**config.mk**
```make
export PLATFORM = sky130hd
export DESIGN_NAME = skrl_run
export DESIGN_NICKNAME = d
export VERILOG_FILES = /design/src/sv/skrl_run.sv
export SDC_FILE = /design/constraint.sdc
export NUM_CORES = 1
export LEC_CHECK = 0
export ABC_AREA = 0
export BUFFER_PORTS_ARGS = -buffer_cell sky130_fd_sc_hd__buf_2
export CORE_MARGIN = 5
export CORE_UTILIZATION = 56
export CTS_CLUSTER_DIAMETER = 60
export DETAILED_ROUTE_END_ITERATION = 8
export PLACE_DENSITY = 0.73
export RECOVER_POWER = 50
export SLEW_MARGIN = 15
export SYNTH_ARGS = -nofsm -noshare
export SYNTH_HDL_FRONTEND = slang
export SYNTH_SLANG_ARGS = --single-unit
```
**constraint.sdc**
```tcl
create_clock -name clk_i -period 7.4 [get_ports clk_i]
set_input_delay 0.37 -clock clk_i [delete_from_list [all_inputs] [get_ports clk_i]]
set_output_delay 0.37 -clock clk_i [all_outputs]
set_load 0.01 [all_outputs]
```
**src/sv/skrl_run.sv**
```systemverilog
// ----------------------------------------------------------------------------
// skrl_run: run buffer
// Holds the payloads of the collected run; one write, one registered read.
// ----------------------------------------------------------------------------
module skrl_run #(
  parameter int unsigned MAX_RUN = 16,
  parameter int unsigned RW      = 4
) (
  input  logic          clk_i,
  input  logic          we_i,
  input  logic [RW-1:0] waddr_i,
  input  logic [63:0]   wdata_i,
  input  logic          re_i,
  input  logic [RW-1:0] raddr_i,
  output logic [63:0]   rdata_o
);

  logic [63:0] run_mem [MAX_RUN];

  // store one payload
  always_ff @(posedge clk_i) begin
    if (we_i) begin
      run_mem[waddr_i] <= wdata_i;
    end
  end

  // registered read
  always_ff @(posedge clk_i) begin
    if (re_i) begin
      rdata_o <= run_mem[raddr_i];
    end
  end

endmodule

```
Word level (Yosys, flattened, before mapping)

Memories as Yosys holds them, arrays and structs flattened. A register that Yosys moved wholly into a read port is not among the register bits.
Cells that the tools add are included.

Word-level logic and storage cells: 3
RAM bits: 1024
Register bits after elaboration: 0
Memories: 1
Input bits: 75

Muxes and demuxes: 2

Memory list:

| name    | depth | width | read ports | clocked after Yosys merged registers in | write ports | line | text |
|---|---|---|---|---|---|---|---|
| run_mem | 16    | 64    | 1          | 1                                       | 1           | 18   | `logic [63:0] run_mem [MAX_RUN];` |

Operator list:

| kind    | count |
|---|---|
| $mux W1 | 2 |

Logic depth before layout (Yosys ltp)

Depth in word-level cells: 2
Gate-level depth with buffers: 6
Gate-level depth less buffers: 3

Least setup slack after synthesis

Ideal clock, no wire load.

Kind: input port to flip-flop
Start: input waddr_i[2]
End: memory run_mem[0][0], enable pin
Path slack: 1.601 ns
Data arrival time: 5.233 ns
Cell stages on the path: 2
Buffers on the path: 0
Cell sequence: or3b_2 > nor3_1

RTL lines:

| element     | line | text |
|---|---|---|
| from (decl) | 11   | `input logic [RW-1:0] waddr_i,` |
| to (decl)   | 18   |  |

Straight into the memory's write port.

Worst setup path after layout

Start: input waddr_i[1]
End: memory run_mem[15][41], enable pin

Straight into the memory's write port.

==> metrics.cfg <==
[outcome]
status = complete, but fails checks
failed_checks = max-capacitance violations, max-slew violations

[clock_tree]
cts_sinks = 1088
cts_resized = 0
clock_latency_ns = 0.65
clk_pin_slew_ns = 0.06
cts_tree = done
cts-hold-fix-buffers = 0
htree_num_levels = 3
postCtsSetupBuffers = 0
clk_path_buf_depth = 3
cts-root-buf = clkbuf_16
numCtsBuffers = 103

[yosys]
syn_nets = 1722
ys_seq_area_frac = 0.8123
netlist_area_um2 = 40220
synth.avg_cell_area_um2 = 24.42
ys_ff_latch = 1088
synth_cell_types = 17
yosys_warnings = 0
synth_cells = 1647

[setup_path]
crit_top_cell = clkbuf_1
crit_path_top_delay_cell = clkbuf_1
cp_cell_sequence = clkbuf_1 -> nand2_1 -> nor2_4 -> clkbuf_1 -> buf_4
end_kind = flip-flop
path_class = primary input to flip-flop
start_kind = primary input
slowest_delay_ns = 1.78
arrival_ns = 3.89
required_ns = 7.67
path_max_fanout = 37

[route]
drc_errors = 0
antenna_left = 0
drtIter0Drc = 2325
via_per_inst = 6.381
dr_total_vias = 18370
first_pass_iters = 5
wl_per_cell_um = 30.22
drt-total-wl_um = 86990

[floorplan]
design.portCount = 139
rows = 98
core_um2 = 71360
floorplan.initialDensity = 0.5636
die_x_um = 278
die-area_um2 = 77280
die_h_um = 278

[timing]
setup_viol = 0
finalSetupTns_ns = 0
finalCriticalPeriod_ns = 3.617
fmax_ghz = 0.2765
report.final.slew_viol_count = 154
hold_viol_final = 0
fin_worst_skew_ns = 0.01713
fin_crit_sh = 0.4888
tightest_slew_ns = 2.501
slew_headroom = -0.6675
rsz0062_at_grt = false

[cells_and_area]
layout-drive-gt1-share = 0.2710
stdcell_area_um2 = 45230
finalNetCount = 1918
layout_commonest_cell = edfxtp_1
area_growth_pct = 12.45
layout_common_cells = edfxtp_1 (1,088), mux4_2 (256), a22oi_1 (128), clkbuf_16 (104), clkbuf_1 (91)
finalNonFillerCells = 2879
fin_util = 0.6338

[placement]
place_area_um2 = 42120
dp_hpwl_um = 40870
io_buffers = 138
dp_cells = 2688
place.gp.congestion = 0.7218

[grt]
antenna_found_initial = 6
grt_pass1_vias = 18871
grt_overflow = 0
grtUsageTotal = 0.2255
grt_max_degree = 139
grt_pass1_wl_um = 127700

[power_and_ir_drop]
peakVddDrop_mv = 0.1648
power_density_nw_per_um2 = 278.5
power_mw = 12.60
p_leak_nw = 14.23

[run]
maxCapViolations = 6

[hold_path]
min_path_type = primary input to flip-flop

==> metal layers <==
| layer | track usage | vias up | wire (µm) |
|---|---|---|---|
| met3 | 0.03926 | 85 | 7734 |
| li1 | - | 7503 | - |
| met2 | 0.3674 | 958 | 43870 |
| met5 | 0 | - | 34 |
| met4 | 0.04793 | 4 | 1125 |
| met1 | 0.3327 | 9820 | 34220 |
==> registers in the layout, summed over array words and instances (netlist names) <==
name	cells
run_mem	1024
rdata_o	64
==> final cells by class <==
class / instances / area (µm²)
diodes: 3 / 7.507
clock buffers: 123 / 2674
clock inverters: 65 / 535.5
fillers: 4645 / 26130
multi-input cells: 475 / 7229
flip-flops and latches: 1088 / 32670
well taps: 950 / 1189
repair buffers: 175 / 923.4
==> worst max-delay path: cells and delay by family <==
family | cells | cell delay [ns]
and+or+nand+nor | 2 | 0.51
buffers and inverters | 3 | 2.94
==> cell families after synthesis <==
| kind of cell | share of synthesized area |
|---|---|
| flops | 0.8123 |
| mux | 0.1433 |
| compound gates | 0.02389 |
| simple gates | 0.009270 |
| buf+inv | 0.01123 |
==> power breakdown <==
part / internal [mW] / switching (mW) / leakage [nW]
combinational: 0.224 / 0.352 / 2.76
sequential: 6.95 / 0.0431 / 9.89
clock: 2.85 / 2.18 / 1.58
total: 10.0 / 2.57 / 14.2
==> through the flow <==
stage / hold slack, ns / worst slack [ns]
6_report: 0.2051 / 3.783
3_5_place_dp: 0.7308 / 4.152
2_1_floorplan: 0.4689 / 1.601
5_1_grt: 0.2177 / 3.719
4_1_cts: 0.04566 / 4.851
3_3_place_gp: 0.7288 / 4.171
==> synth_stat cells <==
cell	count	share of area
nand2_1	65	0.0061
or3b_2	1	0.00022
buf_2	13	0.0016
a22oi_1	128	0.024
buf_6	13	0.0036
nand2b_1	2	0.00031
clkbuf_1	36	0.0034
nor2b_1	2	0.00031
nand3b_1	2	0.00037
nor3_1	4	0.00050
buf_4	6	0.0011
nand3_1	1	0.00012
mux4_2	256	0.14
nor2_1	13	0.0012
and2_1	1	0.00016
buf_1	16	0.0015
edfxtp_1	1088	0.81
==> final timing paths <==
check,start,to,slack (ns),depth (start not counted)
worst max-delay path,waddr_i[1],run_mem[15][41],3.78,5
worst min-delay path,wdata_i[2],run_mem[4][2],0.21,1
worst max register to register,run_mem[11][20],rdata_o[20],5.89,3
worst min register to register,run_mem[15][58],rdata_o[58],0.74,3
Power figures use the tool's default switching activity.
